**src/hw/rtl/dnle_pkg.sv**
```systemverilog
// shared types and constants of the dns name label encoder
package dnle_pkg;

    localparam int STORE_DEPTH = 63;
    localparam int COUNT_W     = 6;
    localparam int LENGTH_W    = 9;

    localparam int MAX_LABEL = 63;
    localparam logic [COUNT_W-1:0]  LABEL_LIMIT  = COUNT_W'(MAX_LABEL);
    localparam logic [LENGTH_W-1:0] LENGTH_LIMIT = 9'd511;
    localparam logic [7:0]          SEPARATOR    = 8'h2E;

    localparam logic MODE_CHAR = 1'b0;
    localparam logic MODE_END  = 1'b1;

    typedef enum logic [0:0] {
        ST_IDLE,
        ST_EMIT
    } dnle_state_t;

    typedef struct packed {
        logic store_char;
        logic start_run;
        logic load_octet;
    } dnle_cmd_t;

    typedef struct packed {
        logic run_item;
        logic out_free;
        logic last_octet;
    } dnle_status_t;

endpackage

```
**src/hw/rtl/dnle_in_if.sv**
```systemverilog
// character channel of the encoder
interface dnle_in_if;
    logic       valid;
    logic       ready;
    logic       mode;
    logic [7:0] octet;

    modport source (output valid, output mode, output octet, input ready);
    modport sink (input valid, input mode, input octet, output ready);
endinterface

```
**src/hw/rtl/dnle_out_if.sv**
```systemverilog
// encoded octet channel of the encoder
interface dnle_out_if;
    logic       valid;
    logic       ready;
    logic [7:0] out_octet;
    logic       run_last;
    logic       name_end;
    logic [8:0] name_length;
    logic       label_overflow;

    modport source (output valid, output out_octet, output run_last, output name_end,
                    output name_length, output label_overflow, input ready);
    modport sink (input valid, input out_octet, input run_last, input name_end,
                  input name_length, input label_overflow, output ready);
endinterface

```
**src/hw/rtl/dnle_datapath.sv**
```systemverilog
// label store, length counters and output register
module dnle_datapath
    import dnle_pkg::*;
(
    input  logic             clk,
    input  logic             rst_n,
    input  logic             mode,
    input  logic [7:0]       octet,
    input  dnle_cmd_t        cmd,
    output dnle_status_t     status,
    dnle_out_if.source       octets
);

    logic [7:0]          store_mem [STORE_DEPTH];
    logic [7:0]          rd_data_reg;

    logic [COUNT_W-1:0]  count_reg, count_next;
    logic [LENGTH_W-1:0] total_reg, total_next;
    logic                overflow_reg, overflow_next;
    logic [COUNT_W-1:0]  idx_reg, idx_next;
    logic                at_end_reg;
    logic [LENGTH_W-1:0] run_total_reg;
    logic [LENGTH_W-1:0] name_len_reg;

    logic                out_valid_reg, out_valid_next;
    logic [7:0]          out_octet_reg;
    logic                out_last_reg;
    logic                out_end_reg;
    logic [LENGTH_W-1:0] out_len_reg;
    logic                out_ovf_reg;

    logic [LENGTH_W:0]   label_sum;
    logic [LENGTH_W-1:0] total_sat;
    logic [LENGTH_W:0]   name_sum;
    logic [LENGTH_W-1:0] name_sat;
    logic                last_octet;

    assign label_sum = {1'b0, total_reg} + (LENGTH_W+1)'(count_reg) + 10'd1;
    assign total_sat = (label_sum > {1'b0, LENGTH_LIMIT}) ? LENGTH_LIMIT
                                                          : label_sum[LENGTH_W-1:0];
    assign name_sum  = {1'b0, total_sat} + 10'd1;
    assign name_sat  = (name_sum > {1'b0, LENGTH_LIMIT}) ? LENGTH_LIMIT
                                                        : name_sum[LENGTH_W-1:0];

    assign last_octet = (idx_reg == count_reg);

    assign status.run_item   = (mode == MODE_END) || (octet == SEPARATOR);
    assign status.out_free   = !out_valid_reg || octets.ready;
    assign status.last_octet = last_octet;

    always_comb
    begin
        count_next     = count_reg;
        total_next     = total_reg;
        overflow_next  = overflow_reg;
        idx_next       = idx_reg;
        out_valid_next = out_valid_reg;
        if (octets.ready)
        begin
            out_valid_next = 1'b0;
        end
        if (cmd.store_char)
        begin
            if (count_reg < LABEL_LIMIT)
            begin
                count_next = count_reg + 1'b1;
            end
            else
            begin
                overflow_next = 1'b1;
            end
        end
        if (cmd.start_run)
        begin
            idx_next = '0;
        end
        if (cmd.load_octet)
        begin
            out_valid_next = 1'b1;
            idx_next       = idx_reg + 1'b1;
            if (last_octet)
            begin
                count_next = '0;
                if (at_end_reg)
                begin
                    total_next    = '0;
                    overflow_next = 1'b0;
                end
                else
                begin
                    total_next = run_total_reg;
                end
            end
        end
    end

    always_ff @(posedge clk or negedge rst_n)
    begin
        if (!rst_n)
        begin
            count_reg     <= '0;
            total_reg     <= '0;
            overflow_reg  <= 1'b0;
            idx_reg       <= '0;
            out_valid_reg <= 1'b0;
        end
        else
        begin
            count_reg     <= count_next;
            total_reg     <= total_next;
            overflow_reg  <= overflow_next;
            idx_reg       <= idx_next;
            out_valid_reg <= out_valid_next;
        end
    end

    // run context, latched when a separator or end of name arrives
    always_ff @(posedge clk)
    begin
        if (cmd.start_run)
        begin
            at_end_reg    <= mode;
            run_total_reg <= total_sat;
            name_len_reg  <= (mode == MODE_END) ? name_sat : '0;
        end
    end

    // label store: written at the fill point, read one octet ahead of the output
    always_ff @(posedge clk)
    begin
        if (cmd.store_char && (count_reg < LABEL_LIMIT))
        begin
            store_mem[count_reg] <= octet;
        end
        if (cmd.load_octet && !last_octet)
        begin
            rd_data_reg <= store_mem[idx_reg];
        end
    end

    always_ff @(posedge clk)
    begin
        if (cmd.load_octet)
        begin
            out_octet_reg <= (idx_reg == '0) ? {2'b00, count_reg} : rd_data_reg;
            out_last_reg  <= last_octet;
            out_end_reg   <= at_end_reg;
            out_len_reg   <= name_len_reg;
            out_ovf_reg   <= overflow_reg;
        end
    end

    assign octets.valid          = out_valid_reg;
    assign octets.out_octet      = out_octet_reg;
    assign octets.run_last       = out_last_reg;
    assign octets.name_end       = out_end_reg;
    assign octets.name_length    = out_len_reg;
    assign octets.label_overflow = out_ovf_reg;

    a_count_limit: assert property (@(posedge clk) disable iff (!rst_n)
        count_reg <= LABEL_LIMIT)
        else $error("label count beyond limit");

    a_name_restart: assert property (@(posedge clk) disable iff (!rst_n)
        cmd.load_octet && last_octet && at_end_reg
        |=> total_reg == '0 && !overflow_reg && count_reg == '0)
        else $error("name state not cleared after end of name");

    a_name_length: assert property (@(posedge clk) disable iff (!rst_n)
        out_valid_reg && out_end_reg |-> out_len_reg >= 9'd2)
        else $error("name length too short at end of name");

    a_length_first: assert property (@(posedge clk) disable iff (!rst_n)
        cmd.load_octet && idx_reg == '0 |=> out_octet_reg == {2'b00, $past(count_reg)})
        else $error("run does not open with the label length");

endmodule

```
**src/hw/rtl/dnle_controller.sv**
```systemverilog
// sequencing of buffering and label emission
module dnle_controller
    import dnle_pkg::*;
(
    input  logic         clk,
    input  logic         rst_n,
    input  logic         in_valid,
    input  dnle_status_t status,
    output logic         in_ready,
    output dnle_cmd_t    cmd
);

    dnle_state_t state_reg, state_next;

    always_ff @(posedge clk or negedge rst_n)
    begin
        if (!rst_n)
        begin
            state_reg <= ST_IDLE;
        end
        else
        begin
            state_reg <= state_next;
        end
    end

    always_comb
    begin
        state_next     = state_reg;
        in_ready       = 1'b0;
        cmd.store_char = 1'b0;
        cmd.start_run  = 1'b0;
        cmd.load_octet = 1'b0;
        unique case (state_reg)
            ST_IDLE:
            begin
                in_ready = 1'b1;
                if (in_valid)
                begin
                    if (status.run_item)
                    begin
                        cmd.start_run = 1'b1;
                        state_next    = ST_EMIT;
                    end
                    else
                    begin
                        cmd.store_char = 1'b1;
                    end
                end
            end
            ST_EMIT:
            begin
                if (status.out_free)
                begin
                    cmd.load_octet = 1'b1;
                    if (status.last_octet)
                    begin
                        state_next = ST_IDLE;
                    end
                end
            end
            default:
            begin
                state_next = ST_IDLE;
            end
        endcase
    end

    a_no_store_in_run: assert property (@(posedge clk) disable iff (!rst_n)
        state_reg == ST_EMIT |-> !cmd.store_char && !cmd.start_run)
        else $error("transaction taken during label emission");

    a_run_entry: assert property (@(posedge clk) disable iff (!rst_n)
        cmd.start_run |=> state_reg == ST_EMIT)
        else $error("run start did not enter emission");

    a_run_exit: assert property (@(posedge clk) disable iff (!rst_n)
        cmd.load_octet && status.last_octet |=> state_reg == ST_IDLE)
        else $error("emission did not end on the last octet");

endmodule

```
**src/hw/rtl/dns_name_label_encoder.sv**
```systemverilog
// A dotted name enters one character per transaction and leaves in DNS wire form: each label
// as a length octet followed by its characters. An ordinary character is only buffered; a
// '.' or end of name latches the run, then its length octet and characters leave at one
// octet per cycle while the output is free, from the single read port of the label store, and
// no new character is taken until the run has been handed over. Labels are truncated at 63
// characters with label_overflow set; the zero terminator is not sent, name_end and
// name_length (saturating at 511) announce it. Output stalls hold the run in place.
module dns_name_label_encoder
    import dnle_pkg::*;
(
    input  logic      clk,
    input  logic      rst_n,
    dnle_in_if.sink   chars,
    dnle_out_if.source octets
);

    dnle_cmd_t    cmd;
    dnle_status_t status;

    dnle_controller u_ctrl (
        .clk      (clk),
        .rst_n    (rst_n),
        .in_valid (chars.valid),
        .status   (status),
        .in_ready (chars.ready),
        .cmd      (cmd)
    );

    dnle_datapath u_dp (
        .clk    (clk),
        .rst_n  (rst_n),
        .mode   (chars.mode),
        .octet  (chars.octet),
        .cmd    (cmd),
        .status (status),
        .octets (octets)
    );

endmodule
```
**src/flat_wrapper.sv**
```systemverilog
// flat-port wrapper written by rule: the top's interface ports become plain ports
module dns_name_label_encoder_flat import dnle_pkg::*;
  (clk, rst_n, chars_valid, chars_mode, chars_octet, chars_ready, octets_valid, octets_out_octet, octets_run_last, octets_name_end, octets_name_length, octets_label_overflow, octets_ready);
  dnle_in_if chars_i ();
  dnle_out_if octets_i ();
  input  logic clk;
  input  logic rst_n;
  input wire logic [$bits(chars_i.valid)-1:0] chars_valid;
  input wire logic [$bits(chars_i.mode)-1:0] chars_mode;
  input wire logic [$bits(chars_i.octet)-1:0] chars_octet;
  output wire logic [$bits(chars_i.ready)-1:0] chars_ready;
  output wire logic [$bits(octets_i.valid)-1:0] octets_valid;
  output wire logic [$bits(octets_i.out_octet)-1:0] octets_out_octet;
  output wire logic [$bits(octets_i.run_last)-1:0] octets_run_last;
  output wire logic [$bits(octets_i.name_end)-1:0] octets_name_end;
  output wire logic [$bits(octets_i.name_length)-1:0] octets_name_length;
  output wire logic [$bits(octets_i.label_overflow)-1:0] octets_label_overflow;
  input wire logic [$bits(octets_i.ready)-1:0] octets_ready;
  assign chars_i.valid = chars_valid;
  assign chars_i.mode = chars_mode;
  assign chars_i.octet = chars_octet;
  assign chars_ready = chars_i.ready;
  assign octets_valid = octets_i.valid;
  assign octets_out_octet = octets_i.out_octet;
  assign octets_run_last = octets_i.run_last;
  assign octets_name_end = octets_i.name_end;
  assign octets_name_length = octets_i.name_length;
  assign octets_label_overflow = octets_i.label_overflow;
  assign octets_i.ready = octets_ready;
  dns_name_label_encoder u_core (.clk(clk), .rst_n(rst_n), .chars(chars_i), .octets(octets_i));
endmodule
```
**config.mk**
```make
export PLATFORM = sky130hd
export DESIGN_NAME = dns_name_label_encoder_flat
export DESIGN_NICKNAME = d
export VERILOG_FILES = /design/src/hw/rtl/dnle_pkg.sv /design/src/hw/rtl/dnle_in_if.sv /design/src/hw/rtl/dnle_out_if.sv /design/src/hw/rtl/dnle_datapath.sv /design/src/hw/rtl/dnle_controller.sv /design/src/hw/rtl/dns_name_label_encoder.sv /design/src/flat_wrapper.sv
export SDC_FILE = /design/constraint.sdc
export NUM_CORES = 1
export LEC_CHECK = 0
export BUFFER_PORTS_ARGS = -buffer_cell sky130_fd_sc_hd__buf_4
export CAP_MARGIN = 20
export CORE_AREA = 2 2 230 209
export DETAILED_ROUTE_END_ITERATION = 6
export DIE_AREA = 0 0 232 211
export HOLD_SLACK_MARGIN = 0.12
export PLACE_DENSITY = 0.75
export SLEW_MARGIN = 20
export SYNTH_ARGS = -nofsm -noshare
export SYNTH_HDL_FRONTEND = slang
export SYNTH_HIERARCHICAL = 1
export SYNTH_SLANG_ARGS = --single-unit
```
**constraint.sdc**
```tcl
create_clock -name clk -period 8.79 [get_ports clk]
set_clock_uncertainty 0.2 [all_clocks]
set_input_delay 0.4395 -clock clk [delete_from_list [all_inputs] [get_ports clk]]
set_output_delay 0.4395 -clock clk [all_outputs]
set_load 0.02 [all_outputs]
```
==> impl_results.md <==
- Status: complete, no violations
- Routed WL: 50,700 um
- Xor and xnor area share after synthesis: 0.608%
- H-tree Lvls: 2
- CP max-delay cell: nor2_1
- Async SR Flop Fraction: 4.17%
- DRT antenna net count: 0
- CTS root buf: clkbuf_16
- Post-synthesis mux area share: 15.0%
- FF-to-FF setup slack: 4.78 ns
- Io pins: 35
- Library cells used by synthesis: 63
- Arr. time, crit path: 4.19 ns
- Top cells by area, synth: edfxtp_1 72%, mux4_2 14%, dfrtp_1 2.6%, nor2_1 1.4%, nand2_1 0.88%
- GRT Util Overall: 21.2%
- Net count, final: 1,225
- Simple-gate portion of the synthesized area: 4.58%
- Mean number of vias per cell: 6.24
- Routed vias: 11,596
- Register with the most flip-flops: u_core/u_dp/store_mem
- Static Leakage: 8.06 nW
- CP endpoint kind: flip-flop
- Worst slew pin tran: 0.972 ns
- Drt first-iter violations: 1,715
- Final Cycle Share: 47.4%
- Total Neg Setup Slack: 0 ns
- Multi-input gate area: 5510 um^2
- CP peak stage delay: 0.74 ns
- Gr ovfl total: 0
- Syn nets: 1,188
- Largest net degree at the start of global routing: 99
- Final cell count without fillers: 1,858
- Sink Count: 575
- Cells after synthesis: 1,165
- Max Fanout on Critical Path: 28
- Wire length per cell: 27.3 um
- Vias in the first global route: 11,650
- Worst EP required: 8.82 ns
- Core Footprint: 46,500 um^2
- Startpoint types: input pin
- Starting density of the core: 49.6%
- Crit path kind: input pin to flip-flop
- Post-Syn Area: 23,000 um^2
- Initial antenna violation count: 0
- Yosys reg bits: 575
- Worst slew margin: 35.2%
- Post-CTS setup buffers: 0
- Final WS setup: 4.63 ns
- Max-Cap Viols: 0
- Minimum clock period: 4.16 ns
- Max Slew Vio Count: 0
- Largest family of logic cells by synthesized area: multiplexers
- Layout cells sized above 1: 22.9%
- Post-synth top area share: 71.8%
- Number of buffers created by CTS: 52
- VDD IR max: 0.000231 V
- Max Buffers Root-to-Sink: 3
- Pwr Total: 7.49 mW
- Register Area: 17,200 um^2
- Adder-cell share of the synthesized area: 0.576%
- HP Class: flip-flop to flip-flop
- IO Port Bufs: 34
- Crit path cell chain: dlygate4sd3_1 > buf_4 > nand4b_1 > o21ai_0 > nor3b_1 > o21ai_0 > nor3b_1 > nand2b_1 > nor2_1
- FILL cells: 3,401
- Placement Cell Area: 23,800 um^2
- Ant diodes: 0
- PD cells: 294 nW/um^2
- Layout Area Growth over Synthesis: 10.8%
- DRC Markers: 0
- Max reg flops: 504
- Die X: 232 um
- First-pass iteration count of the detailed router: 6
- Worst-path clk slew: 0.06 ns
- Layout Cell Area excl Fill: 25,500 um^2
- Synthesized area per cell: 19.8 um^2
- Max Freq: 240 MHz
- Dpl hpwl: 30,000 um
- Critical path buffer and inverter count: 2
- Die height: 211 um
- Yosys Warn Count: 6
- Gpl congestion: 0.850
- Ys flop type: edfxtp_1
- Die area: 49,000 um^2
- Number of synthesized flops with an enable pin: 551
- Place WS: 4.21 ns
- CTS tree: built
- Clk_lat worst skew: 0.60 ns
- Cell taking the most area after synthesis: edfxtp_1
- FP Rows: 75
- Inst Count DP: 1,756
- Synth Area in Compound Gates: 3.07%
- Final setup fails: 0
- RSZ-0062 raised after global routing: false
- Final hold violations: 0
- Register area share after synthesis: 74.4%
- Global-route wire length before repair: 76,400 um
- Critical path's top delay family: simple AND/OR/NAND/NOR gates
==> worst reg2reg max path, delay by kind of cell, from the launching register on <==
| family | cells | cell delay [ns] |
|---|---|---|
| muxes | 2 | 1.09 |
| AOI/OAI and AO/OA | 2 | 0.58 |
| buffers and inverters | 1 | 0.86 |
| DFF | 1 | 1.04 |
==> what timing repair did <==
action / 4_1_cts / 5_1_grt
hold buffers: 8 / 0
gates resized for setup: 0 / 0
hold endpoints to repair: 85 / 0
==> kinds of logic (layout without fill, tap and decap cells) <==
logic type | after synthesis | count (layout)
compound gates | 99 | 99
xor+xnor | 16 | 16
mux | 163 | 163
buf+inv | 83 | 160
fa+ha+maj | 10 | 10
flops | 575 | 575
simple gates | 219 | 219
==> layout make-up <==
type                            instances  area share (%)
Clock buffer                           72            5.52
Clock inverter                         22           0.726
Inverter                               14           0.206
Multi-Input combinational cell        507            21.6
Sequential cell                       575            67.2
Tap cell                              616            3.02
Timing Repair Buffer                   52            1.70
==> per-stage QoR <==
stage	hold WS [ns]	utilization [%]
after global placement	0.165	51.3
after global routing	0.224	54.9
after detailed placement	0.167	51.3
final	0.223	54.9
after floorplan	-0.0561	-
after CTS	0.220	54.9
==> layer usage <==
layer / up-vias / routed length [um] / track usage [%]
li1: 4804 / - / -
met1: 6017 / 20800 / 31.6
met2: 695 / 23600 / 32.3
met4: 0 / 1110 / 5.17
met5: - / 0 / 0
met3: 80 / 5250 / 4.52
==> where the power goes <==
part	switching, mW	leakage (nW)	internal (mW)
combinational	1.07	2.01	0.931
clock	0.968	0.765	1.18
sequential	0.174	5.29	3.17
total	2.21	8.06	5.28
==> worst paths after layout <==
path | end | cells after the start | startpoint
max | u_core/u_dp/store_mem[44][0] | 9 | chars_octet[1]
min | u_core/u_dp/octets.name_length[2] | 0 | u_core/u_dp/name_len_reg[2]
max reg2reg | u_core/u_dp/rd_data_reg[5] | 5 | u_core/u_dp/idx_reg[1]
min reg2reg | u_core/u_dp/octets.name_length[2] | 0 | u_core/u_dp/name_len_reg[2]
max in group asynchronous | u_core/u_dp/idx_reg[1] | 4 | rst_n
min in group asynchronous | u_core/u_dp/octets.valid | 4 | rst_n
==> cell usage after synthesis (2+ instances only) <==
| master | number |
|---|---|
| a31oi_1 | 8 |
| a22oi_1 | 12 |
| ha_1 | 9 |
| nor2b_1 | 15 |
| buf_4 | 3 |
| o21ai_0 | 30 |
| nand3_1 | 9 |
| mux2_2 | 7 |
| a22o_1 | 3 |
| xnor2_1 | 11 |
| o31ai_1 | 2 |
| or3_1 | 2 |
| nor2_1 | 83 |
| inv_1 | 13 |
| mux4_2 | 146 |
| mux2i_1 | 10 |
| nand3b_1 | 7 |
| dfrtp_1 | 24 |
| and2_1 | 3 |
| o2111ai_1 | 2 |
| a211oi_1 | 9 |
| buf_6 | 6 |
| xor2_1 | 5 |
| buf_2 | 17 |
| nor3_1 | 4 |
| or4b_2 | 2 |
| nand2b_1 | 11 |
| buf_1 | 9 |
| o21a_1 | 2 |
| o31a_1 | 5 |
| edfxtp_1 | 551 |
| or2_2 | 3 |
| and3_1 | 5 |
| a21oi_1 | 11 |
| nand2_1 | 54 |
| nand4_1 | 6 |
| clkbuf_1 | 34 |
| a221o_1 | 2 |
| nor3b_1 | 6 |
==> cell usage in the layout (no fill, tap or decap), drive strengths merged, types with 10 or more instances in the layout <==
cell and instances:
a211oi 10, a21oi 11, a22oi 13, buf 45
clkbuf 72, clkinv 16, dfrtp 24, edfxtp 551
inv 15, mux2i 10, mux4 146, nand2 54
nand2b 11, nand3 10, nor2 84, nor2b 15
o21ai 30, xnor2 11
Power figures use the tool's default switching activity.
